===== src/hw/rtl/ocg_pkg.sv =====
`default_nettype none
// ----------------------------------------------------------------------------
// ocg_pkg
// Shared types and constants of the occupancy grid ray update block.
// ----------------------------------------------------------------------------
package ocg_pkg;

    localparam int COORD_W   = 8;   // grid index width on the ports
    localparam int VALUE_W   = 7;   // stored cell value width
    localparam int SPAN_W    = 10;  // doubled absolute span
    localparam int ERR_W     = 12;  // Bresenham error, two's complement
    localparam int REG_IDX_W = 2;

    localparam logic ACT_TRACE = 1'b0;
    localparam logic ACT_READ  = 1'b1;

    localparam logic [REG_IDX_W-1:0] REG_FREE     = 2'd0;
    localparam logic [REG_IDX_W-1:0] REG_OCCUPIED = 2'd1;

    localparam logic [VALUE_W-1:0] FREE_RESET     = 7'd10;
    localparam logic [VALUE_W-1:0] OCCUPIED_RESET = 7'd90;

    // One classified item as it travels from front to back.
    typedef struct packed {
        logic                 is_read;
        logic [COORD_W-1:0]   x0;       // sensor cell, or the cell to read
        logic [COORD_W-1:0]   y0;
        logic [COORD_W-1:0]   x1;       // hit cell
        logic [COORD_W-1:0]   y1;
        logic                 x_major;
        logic [SPAN_W-1:0]    t_major;
        logic [SPAN_W-1:0]    t_minor;
        logic [ERR_W-1:0]     err0;
        logic                 x_neg;
        logic                 x_pos;
        logic                 y_neg;
        logic                 y_pos;
    } desc_t;

    typedef struct packed {
        logic  valid;
        desc_t desc;
    } queue_head_t;

endpackage
`default_nettype wire


===== src/hw/rtl/ocg_front.sv =====
`default_nettype none
// ----------------------------------------------------------------------------
// ocg_front
// Accepts items, works out span, direction and initial error of a trace,
// and hands the classified item on to the queue.
// ----------------------------------------------------------------------------
module ocg_front
    import ocg_pkg::*;
(
    input  wire logic               clk,
    input  wire logic               rst_n,
    input  wire logic               hold,
    input  wire logic               start,
    output logic                    ready,
    input  wire logic               action,
    input  wire logic [COORD_W-1:0] start_x,
    input  wire logic [COORD_W-1:0] start_y,
    input  wire logic [COORD_W-1:0] end_x,
    input  wire logic [COORD_W-1:0] end_y,
    input  wire logic [COORD_W-1:0] read_x,
    input  wire logic [COORD_W-1:0] read_y,
    input  wire logic               full,
    output logic                    push,
    output desc_t                   push_desc
);

    logic               valid_reg;
    logic               valid_next;
    desc_t              desc_reg;
    desc_t              desc_next;
    logic               accept;
    logic [COORD_W:0]   dx;
    logic [COORD_W:0]   dy;
    logic [COORD_W:0]   adx;
    logic [COORD_W:0]   ady;
    logic [SPAN_W-1:0]  tdx;
    logic [SPAN_W-1:0]  tdy;

    assign push   = valid_reg && !full;
    assign ready  = !hold && !(valid_reg && full);
    assign accept = start && ready;

    always_comb
    begin
        dx  = {1'b0, end_x} - {1'b0, start_x};
        dy  = {1'b0, end_y} - {1'b0, start_y};
        adx = dx[COORD_W] ? (~dx + 1'b1) : dx;
        ady = dy[COORD_W] ? (~dy + 1'b1) : dy;
        tdx = SPAN_W'({adx, 1'b0});
        tdy = SPAN_W'({ady, 1'b0});

        desc_next.is_read = (action == ACT_READ);
        desc_next.x0      = desc_next.is_read ? read_x : start_x;
        desc_next.y0      = desc_next.is_read ? read_y : start_y;
        desc_next.x1      = end_x;
        desc_next.y1      = end_y;
        desc_next.x_major = (tdx >= tdy);
        desc_next.t_major = desc_next.x_major ? tdx : tdy;
        desc_next.t_minor = desc_next.x_major ? tdy : tdx;
        desc_next.err0    = ERR_W'(desc_next.t_minor) - ERR_W'(desc_next.t_major >> 1);
        desc_next.x_neg   = dx[COORD_W];
        desc_next.x_pos   = !dx[COORD_W] && (dx != '0);
        desc_next.y_neg   = dy[COORD_W];
        desc_next.y_pos   = !dy[COORD_W] && (dy != '0);

        valid_next = valid_reg;
        if (accept)
        begin
            valid_next = 1'b1;
        end
        else if (push)
        begin
            valid_next = 1'b0;
        end
    end

    always_ff @(posedge clk or negedge rst_n)
    begin
        if (!rst_n)
        begin
            valid_reg <= 1'b0;
        end
        else
        begin
            valid_reg <= valid_next;
        end
    end

    always_ff @(posedge clk)
    begin
        if (accept)
        begin
            desc_reg <= desc_next;
        end
    end

    assign push_desc = desc_reg;

endmodule
`default_nettype wire


===== config.mk =====
export PLATFORM = sky130hd
export DESIGN_NAME = ocg_front
export DESIGN_NICKNAME = d
export VERILOG_FILES = /design/src/hw/rtl/ocg_pkg.sv /design/src/hw/rtl/ocg_front.sv
export SDC_FILE = /design/constraint.sdc
export NUM_CORES = 1
export LEC_CHECK = 0
export BUFFER_PORTS_ARGS = -buffer_cell sky130_fd_sc_hd__buf_4
export CORE_ASPECT_RATIO = 1.2
export CORE_UTILIZATION = 45
export DETAILED_ROUTE_END_ITERATION = 6
export PLACE_DENSITY_LB_ADDON = 0.25
export SLEW_MARGIN = 20
export SYNTH_ARGS = -nofsm -noshare
export SYNTH_HDL_FRONTEND = slang
export SYNTH_SLANG_ARGS = --single-unit

===== constraint.sdc =====
create_clock -name clk -period 2.95 [get_ports clk]
set_input_delay 0.59 -clock clk [delete_from_list [all_inputs] [get_ports clk]]
set_output_delay 0.59 -clock clk [all_outputs]
set_load 0.02 [all_outputs]

==> flow_metrics.py <==
metrics = {
    "grt": {
        "grt-ovfl-total": 0,
        "grt_usage_pct": 33.9,
        "grt_pass1_vias": 5123,
        "grt_max_degree": 68,
        "grt_pass1_wl_mm": 25.5,
        "antenna_found_initial": 0,
    },
    "critical_path": {
        "cpPeakStageDelay_ns": 0.43,
        "crit_fanout": 6,
        "critPathLaunchType": "primary input",
        "critical_path_class": "in2reg",
        "rr_startpoint": "valid_reg$_DFFE_PN0P_",
        "ff2ff_setup_slack_ns": 1.38,
        "rr_worst_depth": 3,
        "crit_path_end_kind": "register",
        "crit_path_top_delay_cell": "xor2_1",
        "r2r_end": "push_desc[68]$_DFFE_PP_",
        "required_ns": 3.07,
        "arrival_ns": 5.97,
        "path_common_cell": "buf_6",
    },
    "synthesis": {
        "synth_edf_count": 66,
        "yosys-top-cells-count": "edfxtp_1 (66), inv_1 (38), nor2_1 (37), nand2_1 (36), ha_1 (31)",
        "synthArstFlopShare_pct": 1.49,
        "yosysMostFrequentCell": "edfxtp_1",
        "netlist_instances": 412,
        "synth_top_area_share_pct": 45.8,
        "syn_area_um2": 4330,
        "seq_area_frac_synth_pct": 46.4,
        "yosysWarningCount": 0,
        "synth_area_leaders": "edfxtp_1 (46%), ha_1 (9.0%), inv_1 (3.3%)",
        "synth.distinct_cells": 59,
        "synth_area_per_cell_um2": 10.5,
        "ys_seq_elements": 67,
        "ys.flop_type": "edfxtp_1",
        "yosysTopAreaCell": "edfxtp_1",
    },
    "die": {
        "core_um2": 9180,
        "io_pins": 126,
        "start_util_pct": 47.1,
        "rows": 38,
        "die_h_um": 109,
        "die_x_um": 91.5,
        "die-area_um2": 10000,
    },
    "routing": {
        "drc": 2,
        "wl_per_cell_um": 23.2,
        "vias_per_cell": 6.03,
        "first_pass_iters": 7,
        "drt-total-wl_mm": 20.5,
        "postRouteAntennaNets": 0,
        "vias": 5342,
        "first_iter_violations": 455,
    },
    "cells_and_area": {
        "drive_above_1_share_pct": 60.3,
        "diodes": 0,
        "syn2layout_area_growth_pct": 85.3,
        "nFillCells": 390,
        "nets": 849,
        "largest_reg_flops": 66,
    },
    "sta": {
        "max_slew_margin_pct": 48.8,
        "finalHoldViolations": 0,
        "post-route-min-period_ns": 5.86,
        "rsz0062_at_grt": "true",
        "min_period_over_period_pct": 198,
        "skew_ns": 0.0117,
        "setup_viol": 29,
        "fin_setup_tns_ns": -60.26,
        "worst_slack_ns": -2.91,
        "drv_slew": 0,
        "tightest_slew_ns": 0.762,
        "fmax_ghz": 0.171,
    },
    "placed_design": {
        "io_buffers": 123,
        "hpwlAfterDp_mm": 8.69,
        "gp_congestion": 0.879,
    },
    "cts": {
        "htree_levels": 3,
        "clk_pin_slew_ns": 0.08,
        "clock-root-buffer": "clkbuf_8",
        "cts_tree": "built",
        "clkSinkCount": 67,
        "cts_buffers": 9,
        "clock_latency_ns": 0.37,
        "clock_path_buffers": 2,
    },
    "outcome": {
        "outcome": "complete, but fails checks",
        "violations": "DRC, setup timing",
    },
    "power": {
        "ir_worst_vdd_mv": 1.01,
        "powerDensity_nw_per_um2": 1170,
        "power_mw": 9.42,
        "p_leak_nw": 3.66,
    },
    "min_path": {
        "hold_start": "end_y[3]",
        "min_to": "push_desc[40]$_DFFE_PP_",
        "min_path_type": "in2reg",
        "whs_path_depth": 1,
    },
    "job": {
        "maxCapViolations": 0,
    },
}
layer usage:
layer / track usage, % / up-vias / wire length (um)
li1: - / 2196 / -
met2: 61.8 / 435 / 10300
met5: 0 / - / 0
met3: 5.19 / 161 / 1800
met4: 23.8 / 0 / 1710
met1: 36.1 / 2550 / 6720
placed cells by master, fill, tap and decap left out, drive strengths merged, types with 12 or more instances in the layout:
| cell type | instances |
|---|---|
| inv | 39 |
| edfxtp | 66 |
| nor2 | 37 |
| xor2 | 12 |
| clkbuf | 12 |
| o21ai | 29 |
| buf | 347 |
| ha | 31 |
| xnor2 | 15 |
| a21oi | 25 |
| nand2 | 36 |
metrics by stage:
step	area (um2)	worst slack, ns	hold slack, ns	std cells	util (%)
after CTS	7580	-2.00	0.406	865	82.7
after floorplan	4490	-2.47	0.294	413	-
after global routing	8020	-2.99	0.407	886	87.4
final	8020	-2.91	0.406	886	87.4
after global placement	6470	-2.41	0.365	775	70.5
after detailed placement	6470	-2.61	0.369	775	70.5
final cells by class:
class	count	area (um2)	area share, %
flip-flops and latches	67	2010	25.0
clock buffers	12	135	1.69
multi-input cells	296	2710	33.8
repair buffers	348	2830	35.3
well taps	120	150	1.87
clock inverters	4	17.5	0.219
inverters	39	169	2.11
logic make-up (layout without fill, tap and decap cells):
group / count (synthesis) / after routing / share of synthesized area (%)
and+or+nand+nor: 112 / 112 / 11.7
DFF: 67 / 67 / 46.4
muxes: 11 / 11 / 2.63
buffers and inverters: 50 / 403 / 4.77
xor gates and xnor gates: 28 / 28 / 6.16
adders and majority gates: 34 / 34 / 10.4
AOI/OAI and AO/OA: 109 / 109 / 17.9
other: 1 / 2 / 0.0867
power by group:
part	internal, mW	total, mW	switching (mW)
combinational	3.77	7.30	3.53
sequential	1.40	1.45	0.0510
clock	0.298	0.663	0.366
worst max-delay path: cells and delay by family:
family	cells	cell delay, ns
and+or+nand+nor	2	0.18
buffers and inverters	10	1.13
adders and majority gates	4	1.24
AOI/OAI and AO/OA	11	2.30
xor gates and xnor gates	2	0.51
worst max path at each step:
| stage | startpoint | endpoint | slack (ns) | cells after the start |
|---|---|---|---|---|
| 3_5_place_dp | end_x[0] | push_desc[11]$_DFFE_PP_ | -2.61 | 27 |
| 2_1_floorplan | end_y[0] | push_desc[12]$_DFFE_PP_ | -2.47 | 25 |
| 5_1_grt | end_x[0] | push_desc[10]$_DFFE_PP_ | -2.99 | 29 |
| 6_report | end_x[0] | push_desc[10]$_DFFE_PP_ | -2.91 | 29 |
| 3_3_place_gp | end_x[0] | push_desc[11]$_DFFE_PP_ | -2.41 | 26 |
| 4_1_cts | end_x[0] | push_desc[12]$_DFFE_PP_ | -2.00 | 28 |
repair_timing:
| action | in CTS | in global routing |
|---|---|---|
| buffers inserted | 76 | 28 |
| gates cloned | 1 | 0 |
| hold buffers | 1 | 0 |
| resized for setup | 87 | 65 |
| endpoints found under the setup margin | 29 | 29 |
| hold endpoints to repair | 1 | 0 |
| pin swaps | 29 | 18 |
Power figures use the tool's default switching activity.
