**config.mk**
```make
export PLATFORM = sky130hd
export DESIGN_NAME = ocg_queue
export DESIGN_NICKNAME = d
export VERILOG_FILES = /design/src/hw/rtl/ocg_pkg.sv /design/src/hw/rtl/ocg_queue.sv
export SDC_FILE = /design/constraint.sdc
export NUM_CORES = 1
export LEC_CHECK = 0
export BUFFER_PORTS_ARGS = -buffer_cell sky130_fd_sc_hd__buf_2
export CORE_UTILIZATION = 40
export CTS_BUF_LIST = sky130_fd_sc_hd__clkbuf_8 sky130_fd_sc_hd__clkbuf_16
export CTS_CLUSTER_DIAMETER = 100
export CTS_CLUSTER_SIZE = 10
export DETAILED_ROUTE_END_ITERATION = 12
export PLACE_DENSITY = 0.66
export SLEW_MARGIN = 15
export SYNTH_ARGS = -nofsm -noshare
export SYNTH_HDL_FRONTEND = slang
export SYNTH_SLANG_ARGS = --single-unit
export TNS_END_PERCENT = 100
```
**constraint.sdc**
```tcl
create_clock -name clk -period 3.8 [get_ports clk]
set_clock_uncertainty 0.05 [all_clocks]
set_input_delay 0.19 -clock clk [delete_from_list [all_inputs] [get_ports clk]]
set_output_delay 0.19 -clock clk [all_outputs]
set_load 0.01 [all_outputs]
```
**src/hw/rtl/ocg_pkg.sv**
```systemverilog
`default_nettype none
// ----------------------------------------------------------------------------
// ocg_pkg
// Shared types and constants of the occupancy grid ray update block.
// ----------------------------------------------------------------------------
package ocg_pkg;

    localparam int COORD_W   = 8;   // grid index width on the ports
    localparam int VALUE_W   = 7;   // stored cell value width
    localparam int SPAN_W    = 10;  // doubled absolute span
    localparam int ERR_W     = 12;  // Bresenham error, two's complement
    localparam int REG_IDX_W = 2;

    localparam logic ACT_TRACE = 1'b0;
    localparam logic ACT_READ  = 1'b1;

    localparam logic [REG_IDX_W-1:0] REG_FREE     = 2'd0;
    localparam logic [REG_IDX_W-1:0] REG_OCCUPIED = 2'd1;

    localparam logic [VALUE_W-1:0] FREE_RESET     = 7'd10;
    localparam logic [VALUE_W-1:0] OCCUPIED_RESET = 7'd90;

    // One classified item as it travels from front to back.
    typedef struct packed {
        logic                 is_read;
        logic [COORD_W-1:0]   x0;       // sensor cell, or the cell to read
        logic [COORD_W-1:0]   y0;
        logic [COORD_W-1:0]   x1;       // hit cell
        logic [COORD_W-1:0]   y1;
        logic                 x_major;
        logic [SPAN_W-1:0]    t_major;
        logic [SPAN_W-1:0]    t_minor;
        logic [ERR_W-1:0]     err0;
        logic                 x_neg;
        logic                 x_pos;
        logic                 y_neg;
        logic                 y_pos;
    } desc_t;

    typedef struct packed {
        logic  valid;
        desc_t desc;
    } queue_head_t;

endpackage
`default_nettype wire

```
**src/hw/rtl/ocg_queue.sv**
```systemverilog
`default_nettype none
// ----------------------------------------------------------------------------
// ocg_queue
// Two-entry queue of classified items between front and back.
// ----------------------------------------------------------------------------
module ocg_queue
    import ocg_pkg::*;
(
    input  wire logic  clk,
    input  wire logic  rst_n,
    input  wire logic  push,
    input  wire desc_t push_desc,
    output logic       full,
    input  wire logic  pop,
    output queue_head_t head
);

    desc_t      entry_reg [2];
    logic       wr_ptr_reg;
    logic       wr_ptr_next;
    logic       rd_ptr_reg;
    logic       rd_ptr_next;
    logic [1:0] count_reg;
    logic [1:0] count_next;

    assign full       = (count_reg == 2'd2);
    assign head.valid = (count_reg != 2'd0);
    assign head.desc  = entry_reg[rd_ptr_reg];

    always_comb
    begin
        wr_ptr_next = push ? !wr_ptr_reg : wr_ptr_reg;
        rd_ptr_next = pop ? !rd_ptr_reg : rd_ptr_reg;
        count_next  = count_reg + {1'b0, push} - {1'b0, pop};
    end

    always_ff @(posedge clk or negedge rst_n)
    begin
        if (!rst_n)
        begin
            wr_ptr_reg <= 1'b0;
            rd_ptr_reg <= 1'b0;
            count_reg  <= 2'd0;
        end
        else
        begin
            wr_ptr_reg <= wr_ptr_next;
            rd_ptr_reg <= rd_ptr_next;
            count_reg  <= count_next;
        end
    end

    always_ff @(posedge clk)
    begin
        if (push)
        begin
            entry_reg[wr_ptr_reg] <= push_desc;
        end
    end

endmodule
`default_nettype wire

```
==> results of run 1 <==
where the power goes:
group	total (mW)	switching, mW	internal [mW]
Clock	1.70	0.606	1.09
Combinational	1.56	0.676	0.882
Sequential	2.32	0.206	2.12
cells by family (layout without fill, tap and decap cells):
logic type	Yosys count	after routing	synth area share, %
flip-flops	144	144	76.8
adder cells (fa/ha/maj)	2	2	0.447
AND/OR/NAND/NOR	4	4	0.447
buffers and inverters	10	256	2.84
multiplexers	70	70	18.7
XOR/XNOR	3	3	0.737
per-stage QoR:
step	instance area, um^2	setup WS [ns]	power, mW	utilization [%]	hold slack, ns
finish	7790	1.25	5.58	57.9	0.0779
global route	7790	1.15	5.83	57.9	0.0837
CTS	7790	1.22	5.64	57.9	0.0575
detailed placement	6440	1.65	3.88	47.9	-0.0426
global placement	6440	1.68	3.85	47.9	-0.0512
floorplan	5600	1.09	3.50	-	-0.156
layer usage:
layer / GRT usage [%] / share of wire (%) / wire (um) / up-vias
met3: 4.91 / 5.1 / 497 / 9
li1: - / - / - / 1388
met1: 15.8 / 42 / 4130 / 1405
met4: 4.63 / 0.96 / 94 / 0
met5: 0 / 0 / 0 / -
met2: 24.3 / 52 / 5100 / 90
synthesized netlist by cell type:
cell type / number
edfxtp_1: 140
mux2_4: 69
buf_12: 7
dfrtp_1: 4
ha_1: 2
inv_1: 2
nor2b_1: 2
xor2_1: 2
and2_1: 1
buf_6: 1
mux2_2: 1
or2_2: 1
xor3_1: 1
worst max path at each step:
stage	cells after the start	startpoint	end	slack [ns]
2_1_floorplan	1	wr_ptr_reg$_DFFE_PN0P_	entry_reg[0][0]$_DFFE_PP_	1.09
3_3_place_gp	3	rd_ptr_reg$_DFFE_PN0P_	head[69]	1.68
3_5_place_dp	3	rd_ptr_reg$_DFFE_PN0P_	head[69]	1.65
4_1_cts	3	rd_ptr_reg$_DFFE_PN0P_	head[69]	1.22
5_1_grt	3	rd_ptr_reg$_DFFE_PN0P_	head[27]	1.15
6_report	3	rd_ptr_reg$_DFFE_PN0P_	head[16]	1.25
layout by cell type, fill, tap and decap left out, drive strengths merged:
cell type	n
bufinv	4
xor3	1
mux2	70
nor2b	2
inv	3
dlygate4sd3	73
clkbuf	17
clkinvlp	3
dfrtp	4
xor2	2
clkinv	7
and2	1
edfxtp	140
ha	2
or2	1
buf	149
final cells by class:
cell class	instances	area [um^2]	share of cell area, %
clock inverters	15	195	2.51
well taps	176	220	2.83
repair buffers	222	1490	19.1
inverters	2	7.51	0.0964
multi-input cells	79	1150	14.7
clock buffers	17	425	5.46
flip-flops and latches	144	4310	55.3
critical path: stages, from the launching register on:
cell     delay, ns
dfrtp_4       0.96
buf_4         0.44
mux2_4        0.34
buf_2         0.14
==> run_results.csv, run 1 <==
group,metric,value,unit
global_routing,grt_max_degree,71,
outcome,status,"finished clean",
detailed_routing,drc_errors,0,
floorplanning,die_y,120,um
detailed_routing,vias,2892,
worst_setup_path,r2r-end,"entry_reg[1][39]$_DFFE_PP_",
synth,syn_area_per_cell,24.0,um^2
cts,ctsResizeCount,0,
synth,synth_area_leaders,"edfxtp_1 (75%), mux2_4 (18%), buf_12 (2.5%)",
sta,hold_viol,0,
detailed_routing,routed_wl,9820,um
floorplanning,dieArea,0.0145,mm^2
floorplanning,core_area,0.0135,mm^2
cells_and_area,largest_reg_flops,140,
synth,ys_ff_latch,144,
synth,synth.largest_area_cell,"edfxtp_1",
synth,yosysTopAreaCellShare,75.1,%
cts,cts.sinks,144,
sta,drv_slew,0,
flow_run,drv_cap,0,
sta,rsz0062_at_grt,"false",
sta,finalSetupTns,0,ns
synth,synthCells,233,
cells_and_area,final_nets,542,
sta,tightestPinTransition,0.975,ns
cells_and_area,fill_cells,1057,
cts,cts_setup_buffers,0,
global_routing,grt_pass1_vias,3042,
power,power_density,716,mW/mm^2
synth,yosysUniqueCellTypes,13,
cts,clkTransAtPathRegs,0.06,ns
placed_design,port_buffers,145,
worst_setup_path,crit_arrival,2.31,ns
power,p_leak,3.19,nW
detailed_routing,first_pass_iters,4,
cells_and_area,n_antenna_cell,0,
cts,root_buffer,"clkbuf_16",
cts,cts-buffers-inserted,17,
cells_and_area,syn_to_final_growth,39.1,%
floorplanning,fp-row-count,42,
synth,yosysSeqAreaShare,76.8,%
sta,fin_crit_sh,67.0,%
worst_setup_path,reg2reg_from,"wr_ptr_reg$_DFFE_PN0P_",
worst_setup_path,r2r_slack,2.11,ns
detailed_routing,drt_iter0_drc,160,
placed_design,detailed_place_hpwl,5790,um
cts,cts_tree,"yes",
detailed_routing,wl_per_cell,15.0,um
floorplanning,die_x,120,um
worst_setup_path,start_kind,"flip-flop",
sta,max-slew-margin-rel,35.0,%
cells_and_area,drive_above_1_share,52.8,%
sta,setup_viol,0,
min_path,hold_path.class,"input port to asynchronous set/reset pin",
power,vdd_drop_max,0.458,mV
detailed_routing,ant_nets,0,
sta,min_period,2.55,ns
placed_design,gp_congestion,0.654,
placed_design,dpl.cell_count,550,
detailed_routing,avgViaCountPerCell,4.42,
floorplanning,initial_core_util,41.6,%
worst_setup_path,cp_max_fo,43,
cells_and_area,final_cells,655,
global_routing,antenna_found_initial,0,
sta,fmax,393,MHz
worst_setup_path,crit_path_end_kind,"output pin",
cts,clock_latency,0.40,ns
worst_setup_path,worstPathRequired,3.56,ns
synth,synthesis.nets,309,
cts,htree_levels,4,
global_routing,grt_use_total,13.9,%
synth,synth_warnings,0,
floorplanning,boundaryPins,146,
global_routing,overflow,0,
global_routing,grt_first_pass_wirelength,15000,um
cts,postCtsHoldBufs,73,
worst_setup_path,worstSetupPathType,"flip-flop to output pin",
cts,clk_path_buf_depth,2,
worst_setup_path,worstRegToRegCells,1,
synth,syn_area,0.00560,mm^2
Power figures use the tool's default switching activity.
==> run 2, diff against run 1 <==
==> constraint.sdc (replaced) <==
create_clock -name clk -period 2.1 [get_ports clk]
set_clock_uncertainty 0.05 [all_clocks]
set_input_delay 0.105 -clock clk [delete_from_list [all_inputs] [get_ports clk]]
set_output_delay 0.105 -clock clk [all_outputs]
set_load 0.01 [all_outputs]
==> run_results.csv, run 2 (synthesis gave the netlist of run 1 again) <==
group,metric,value,unit
detailed_routing,wl_per_cell,15.4,um
cells_and_area,drive_above_1_share,52.7,%
worst_setup_path,cp_num_buf_inv,2,
detailed_routing,ant_nets,0,
detailed_routing,vias,2935,
worst_setup_path,crit_slowest_cell,"dfrtp_4",
cts,clock_latency,0.41,ns
global_routing,grt_use_total,14.7,%
power,p_leak,3.24,nW
detailed_routing,routed_wl,10100,um
sta,setup_viol,0,
sta,hold_ws,0.366,ns
worst_setup_path,start_kind,"flip-flop",
worst_setup_path,crit_chain,"buf_12 -> mux2_4 -> buf_2",
cts,ctsResizeCount,0,
sta,rsz0062_at_grt,"false",
cts,htree_levels,4,
cts,root_buffer,"clkbuf_16",
floorplanning,fp-row-count,42,
global_routing,grt_max_degree,50,
sta,fmax,516,MHz
cts,clkTransAtPathRegs,0.05,ns
worst_setup_path,cp_max_fo,25,
sta,fin_crit_sh,92.3,%
sta,drv_slew,0,
global_routing,overflow,0,
power,power_density,1310,mW/mm^2
cts,clk_path_buf_depth,2,
flow_run,drv_cap,0,
worst_setup_path,path_delay_family,"flip-flops",
placed_design,gp_congestion,0.669,
detailed_routing,drt_iter0_drc,203,
cts,cts_tree,"yes",
sta,finalSetupTns,0,ns
cells_and_area,final_cell_mix,"buf_2 (145), edfxtp_1 (140), dlygate4sd3_1 (74), mux2_4 (69), clkbuf_16 (17)",
min_path,hold_path.class,"input port to flip-flop",
cells_and_area,n_antenna_cell,0,
power,vdd_drop_max,0.669,mV
floorplanning,die_y,120,um
sta,max-slew-margin-rel,68.8,%
worst_setup_path,worstSetupPathType,"flip-flop to output pin",
global_routing,grt_first_pass_wirelength,15600,um
cts,cts-buffers-inserted,17,
floorplanning,core_area,0.0135,mm^2
global_routing,grt_pass1_vias,3114,
detailed_routing,first_pass_iters,4,
worst_setup_path,cp_slowest_stage_delay,0.63,ns
power,power.total,10.3,mW
floorplanning,die_x,120,um
worst_setup_path,crit_arrival,1.78,ns
floorplanning,initial_core_util,41.6,%
sta,hold_viol,0,
floorplanning,dieArea,0.0145,mm^2
detailed_routing,avgViaCountPerCell,4.46,
cells_and_area,final_common_cell,"buf_2",
cells_and_area,largest_reg_flops,140,
worst_setup_path,worstPathRequired,1.95,ns
sta,tightestPinTransition,0.468,ns
cts,cts.sinks,144,
cells_and_area,syn_to_final_growth,41.0,%
floorplanning,boundaryPins,146,
worst_setup_path,crit_path_end_kind,"output pin",
global_routing,antenna_found_initial,0,
outcome,status,"finished clean",
placed_design,port_buffers,145,
detailed_routing,drc_errors,0,
cells_and_area,final_nets,546,
sta,min_period,1.94,ns
placed_design,detailed_place_hpwl,6260,um
## run 2: area by class of cell
class / count / area, um^2
fill: 1029 / 5550
sequential: 144 / 4310
timing repair buffer: 226 / 1590
multi-input combinational: 79 / 1150
clock buffer: 17 / 425
tap: 176 / 220
clock inverter: 14 / 196
inverter: 2 / 7.51
## run 2: report_power, final
group / switching (mW) / internal [mW] / total, mW
combinational: 1.38 / 1.72 / 3.10
sequential: 0.236 / 3.82 / 4.06
clock: 1.08 / 2.08 / 3.15
## run 2: metal layers
layer  GRT usage, %  part of all wire, %  wire length, um  vias to the layer above
li1               -                    -                -                     1398
met1           17.8                   44             4420                     1415
met2           24.1                   49             4960                      107
met3           4.25                  5.6              563                       15
met4           7.18                  1.8              182                        0
met5              0                    0                0                        -
## run 2: final timing paths
check,startpoint,end,slack (ns),cells past startpoint
max in group asynchronous,rst_n,rd_ptr_reg$_DFFE_PN0P_,1.23,3
max,rd_ptr_reg$_DFFE_PN0P_,head[3],0.16,3
min in group asynchronous,rst_n,count_reg[1]$_DFF_PN0_,0.55,3
min reg2reg,wr_ptr_reg$_DFFE_PN0P_,wr_ptr_reg$_DFFE_PN0P_,0.49,1
max reg2reg,wr_ptr_reg$_DFFE_PN0P_,entry_reg[1][59]$_DFFE_PP_,0.60,2
min,push_desc[32],entry_reg[1][32]$_DFFE_PP_,0.37,2
## run 2: repair_timing
item,CTS,global route
setup buffers,0,0
hold buffers,74,0
hold endpoints to repair,147,0
## run 2: through the flow
stage | cells | setup WS (ns) | util [%] | instance area, um^2
finish | 658 | 0.161 | 58.7 | 7900
detailed placement | 553 | 0.573 | 48.6 | 6540
global placement | 553 | 0.581 | 48.6 | 6540
CTS | 658 | 0.120 | 58.7 | 7900
global route | 658 | 0.0897 | 58.7 | 7900
floorplan | 233 | 0.164 | - | 5610
==> run 3, diff against run 2 <==
--- a/config.mk
+++ b/config.mk
@@ -6,12 +6,14 @@
 export NUM_CORES = 1
 export LEC_CHECK = 0
 export BUFFER_PORTS_ARGS = -buffer_cell sky130_fd_sc_hd__buf_2
-export CORE_UTILIZATION = 40
+export CELL_PAD_IN_SITES_DETAIL_PLACEMENT = 2
+export CELL_PAD_IN_SITES_GLOBAL_PLACEMENT = 2
+export CORE_UTILIZATION = 35
 export CTS_BUF_LIST = sky130_fd_sc_hd__clkbuf_8 sky130_fd_sc_hd__clkbuf_16
 export CTS_CLUSTER_DIAMETER = 100
 export CTS_CLUSTER_SIZE = 10
 export DETAILED_ROUTE_END_ITERATION = 12
-export PLACE_DENSITY = 0.66
+export PLACE_DENSITY_LB_ADDON = 0.1
 export SLEW_MARGIN = 15
 export SYNTH_ARGS = -nofsm -noshare
 export SYNTH_HDL_FRONTEND = slang
==> run_results.csv, run 3 (synthesis gave the netlist of run 1 again) <==
group,metric,value,unit
worst_setup_path,worstPathRequired,1.95,ns
power,vdd_drop_max,0.660,mV
cells_and_area,fill_cells,1441,
worst_setup_path,crit_path_end_kind,"output pin",
cells_and_area,multiInputGateArea,0.00115,mm^2
floorplanning,dieArea,0.0165,mm^2
placed_design,gp_congestion,0.664,
floorplanning,die_y,129,um
cells_and_area,largest_reg_flops,140,
worst_setup_path,worstRegToRegCells,5,
worst_setup_path,r2r-end,"count_reg[1]$_DFF_PN0_",
cts,cts.sinks,144,
floorplanning,core_area,0.0154,mm^2
detailed_routing,ant_nets,0,
outcome,status,"finished clean",
cts,cts_setup_buffers,0,
worst_setup_path,cp_max_fo,14,
worst_setup_path,worstSetupPathType,"flip-flop to output pin",
sta,tightestPinTransition,0.440,ns
worst_setup_path,crit_arrival,1.79,ns
cells_and_area,final_common_cell,"buf_2",
global_routing,grt_first_pass_wirelength,17800,um
min_path,holdPathStages,2,
flow_run,drv_cap,0,
sta,max-slew-margin-rel,70.7,%
power,p_leak,3.21,nW
cells_and_area,drive_above_1_share,53.1,%
detailed_routing,avgViaCountPerCell,4.28,
min_path,hold-path-endpoint,"entry_reg[1][52]$_DFFE_PP_",
cts,ctsResizeCount,0,
detailed_routing,routed_wl,11800,um
sta,hold_viol,0,
floorplanning,boundaryPins,146,
cells_and_area,stdcell_area,0.00790,mm^2
cts,clkTransAtPathRegs,0.06,ns
global_routing,grt_use_total,15.2,%
cells_and_area,seqCellArea,0.00431,mm^2
cts,htree_levels,4,
cts,clock_latency,0.42,ns
global_routing,overflow,0,
worst_setup_path,r2r_slack,0.61,ns
floorplanning,fp-row-count,45,
sta,drv_slew,0,
cells_and_area,final_cells,695,
power,power.total,10.2,mW
cts,postCtsHoldBufs,74,
detailed_routing,drc_errors,0,
sta,fmax,514,MHz
sta,finalSetupTns,0,ns
cells_and_area,final_nets,547,
global_routing,grt_max_degree,43,
cts,clk_path_buf_depth,2,
sta,setup_viol,0,
cells_and_area,syn_to_final_growth,41.0,%
global_routing,antenna_found_initial,0,
cells_and_area,final_cell_mix,"buf_2 (145), edfxtp_1 (140), dlygate4sd3_1 (74), mux2_4 (69), clkbuf_16 (17)",
detailed_routing,vias,2977,
detailed_routing,first_pass_iters,4,
worst_setup_path,start_kind,"flip-flop",
placed_design,port_buffers,145,
global_routing,grt_pass1_vias,3394,
floorplanning,die_x,129,um
cts,cts_tree,"yes",
worst_setup_path,reg2reg_from,"count_reg[0]$_DFF_PN0_",
placed_design,place_area,0.00656,mm^2
detailed_routing,drt_iter0_drc,126,
power,power_density,1290,mW/mm^2
min_path,hold_path.class,"input port to flip-flop",
detailed_routing,wl_per_cell,17.0,um
sta,rsz0062_at_grt,"false",
sta,min_period,1.95,ns
cts,root_buffer,"clkbuf_16",
placed_design,dpl.cell_count,589,
cts,cts-buffers-inserted,17,
sta,fin_crit_sh,92.7,%
cells_and_area,n_antenna_cell,0,
placed_design,detailed_place_hpwl,7600,um
floorplanning,initial_core_util,36.3,%
min_path,hold_start,"push_desc[52]",
==> run 3: cell types whose count changed in the layout (fill, tap and decap cells not counted), sizes merged <==
cell and change:
clkinvlp +4, clkinv -3, bufinv -2, inv +2
buf +1
==> run 3: stage by stage <==
step	utilization (%)	hold slack, ns	worst slack (ns)
after floorplan	-	-0.241	0.164
after global placement	42.5	-0.131	0.591
after detailed placement	42.5	-0.127	0.575
after CTS	51.2	0.331	0.108
after global routing	51.2	0.344	0.0662
final	51.2	0.351	0.154
==> run 3: cell type report <==
type | count | area share (%)
repair buffers | 227 | 20.0
clock inverters | 15 | 2.15
multi-input cells | 79 | 14.5
well taps | 211 | 3.34
inverters | 2 | 0.0950
flip-flops and latches | 144 | 54.5
clock buffers | 17 | 5.38
==> run 3: power by group <==
part	internal (mW)	total, mW	switching (mW)
clock network	1.85	2.99	1.13
registers	3.83	4.07	0.246
logic	1.70	3.14	1.45
total	7.38	10.2	2.83
==> run 3: worst max path at each step <==
stage                                       from                         to  slack (ns)  depth (start not counted)
after floorplan           wr_ptr_reg$_DFFE_PN0P_  entry_reg[0][0]$_DFFE_PP_        0.16                          1
after CTS                 rd_ptr_reg$_DFFE_PN0P_                   head[11]        0.11                          3
after detailed placement  rd_ptr_reg$_DFFE_PN0P_                   head[11]        0.58                          3
after global routing      rd_ptr_reg$_DFFE_PN0P_                   head[28]        0.07                          3
final                     rd_ptr_reg$_DFFE_PN0P_                   head[29]        0.15                          3
after global placement    rd_ptr_reg$_DFFE_PN0P_                   head[11]        0.59                          3
==> run 3: routing by layer <==
layer / wire length [um] / track usage, % / up-vias
met5: 0 / 0 / -
met4: 224 / 7.06 / 0
met3: 600 / 4.99 / 18
met2: 6490 / 27.9 / 91
met1: 4500 / 15.6 / 1471
li1: - / - / 1397
==> run 3: critical path, stage by stage (launching register included) <==
cell and delay [ns]:
dfrtp_4 0.60, buf_4 0.29, mux2_4 0.32, buf_2 0.14
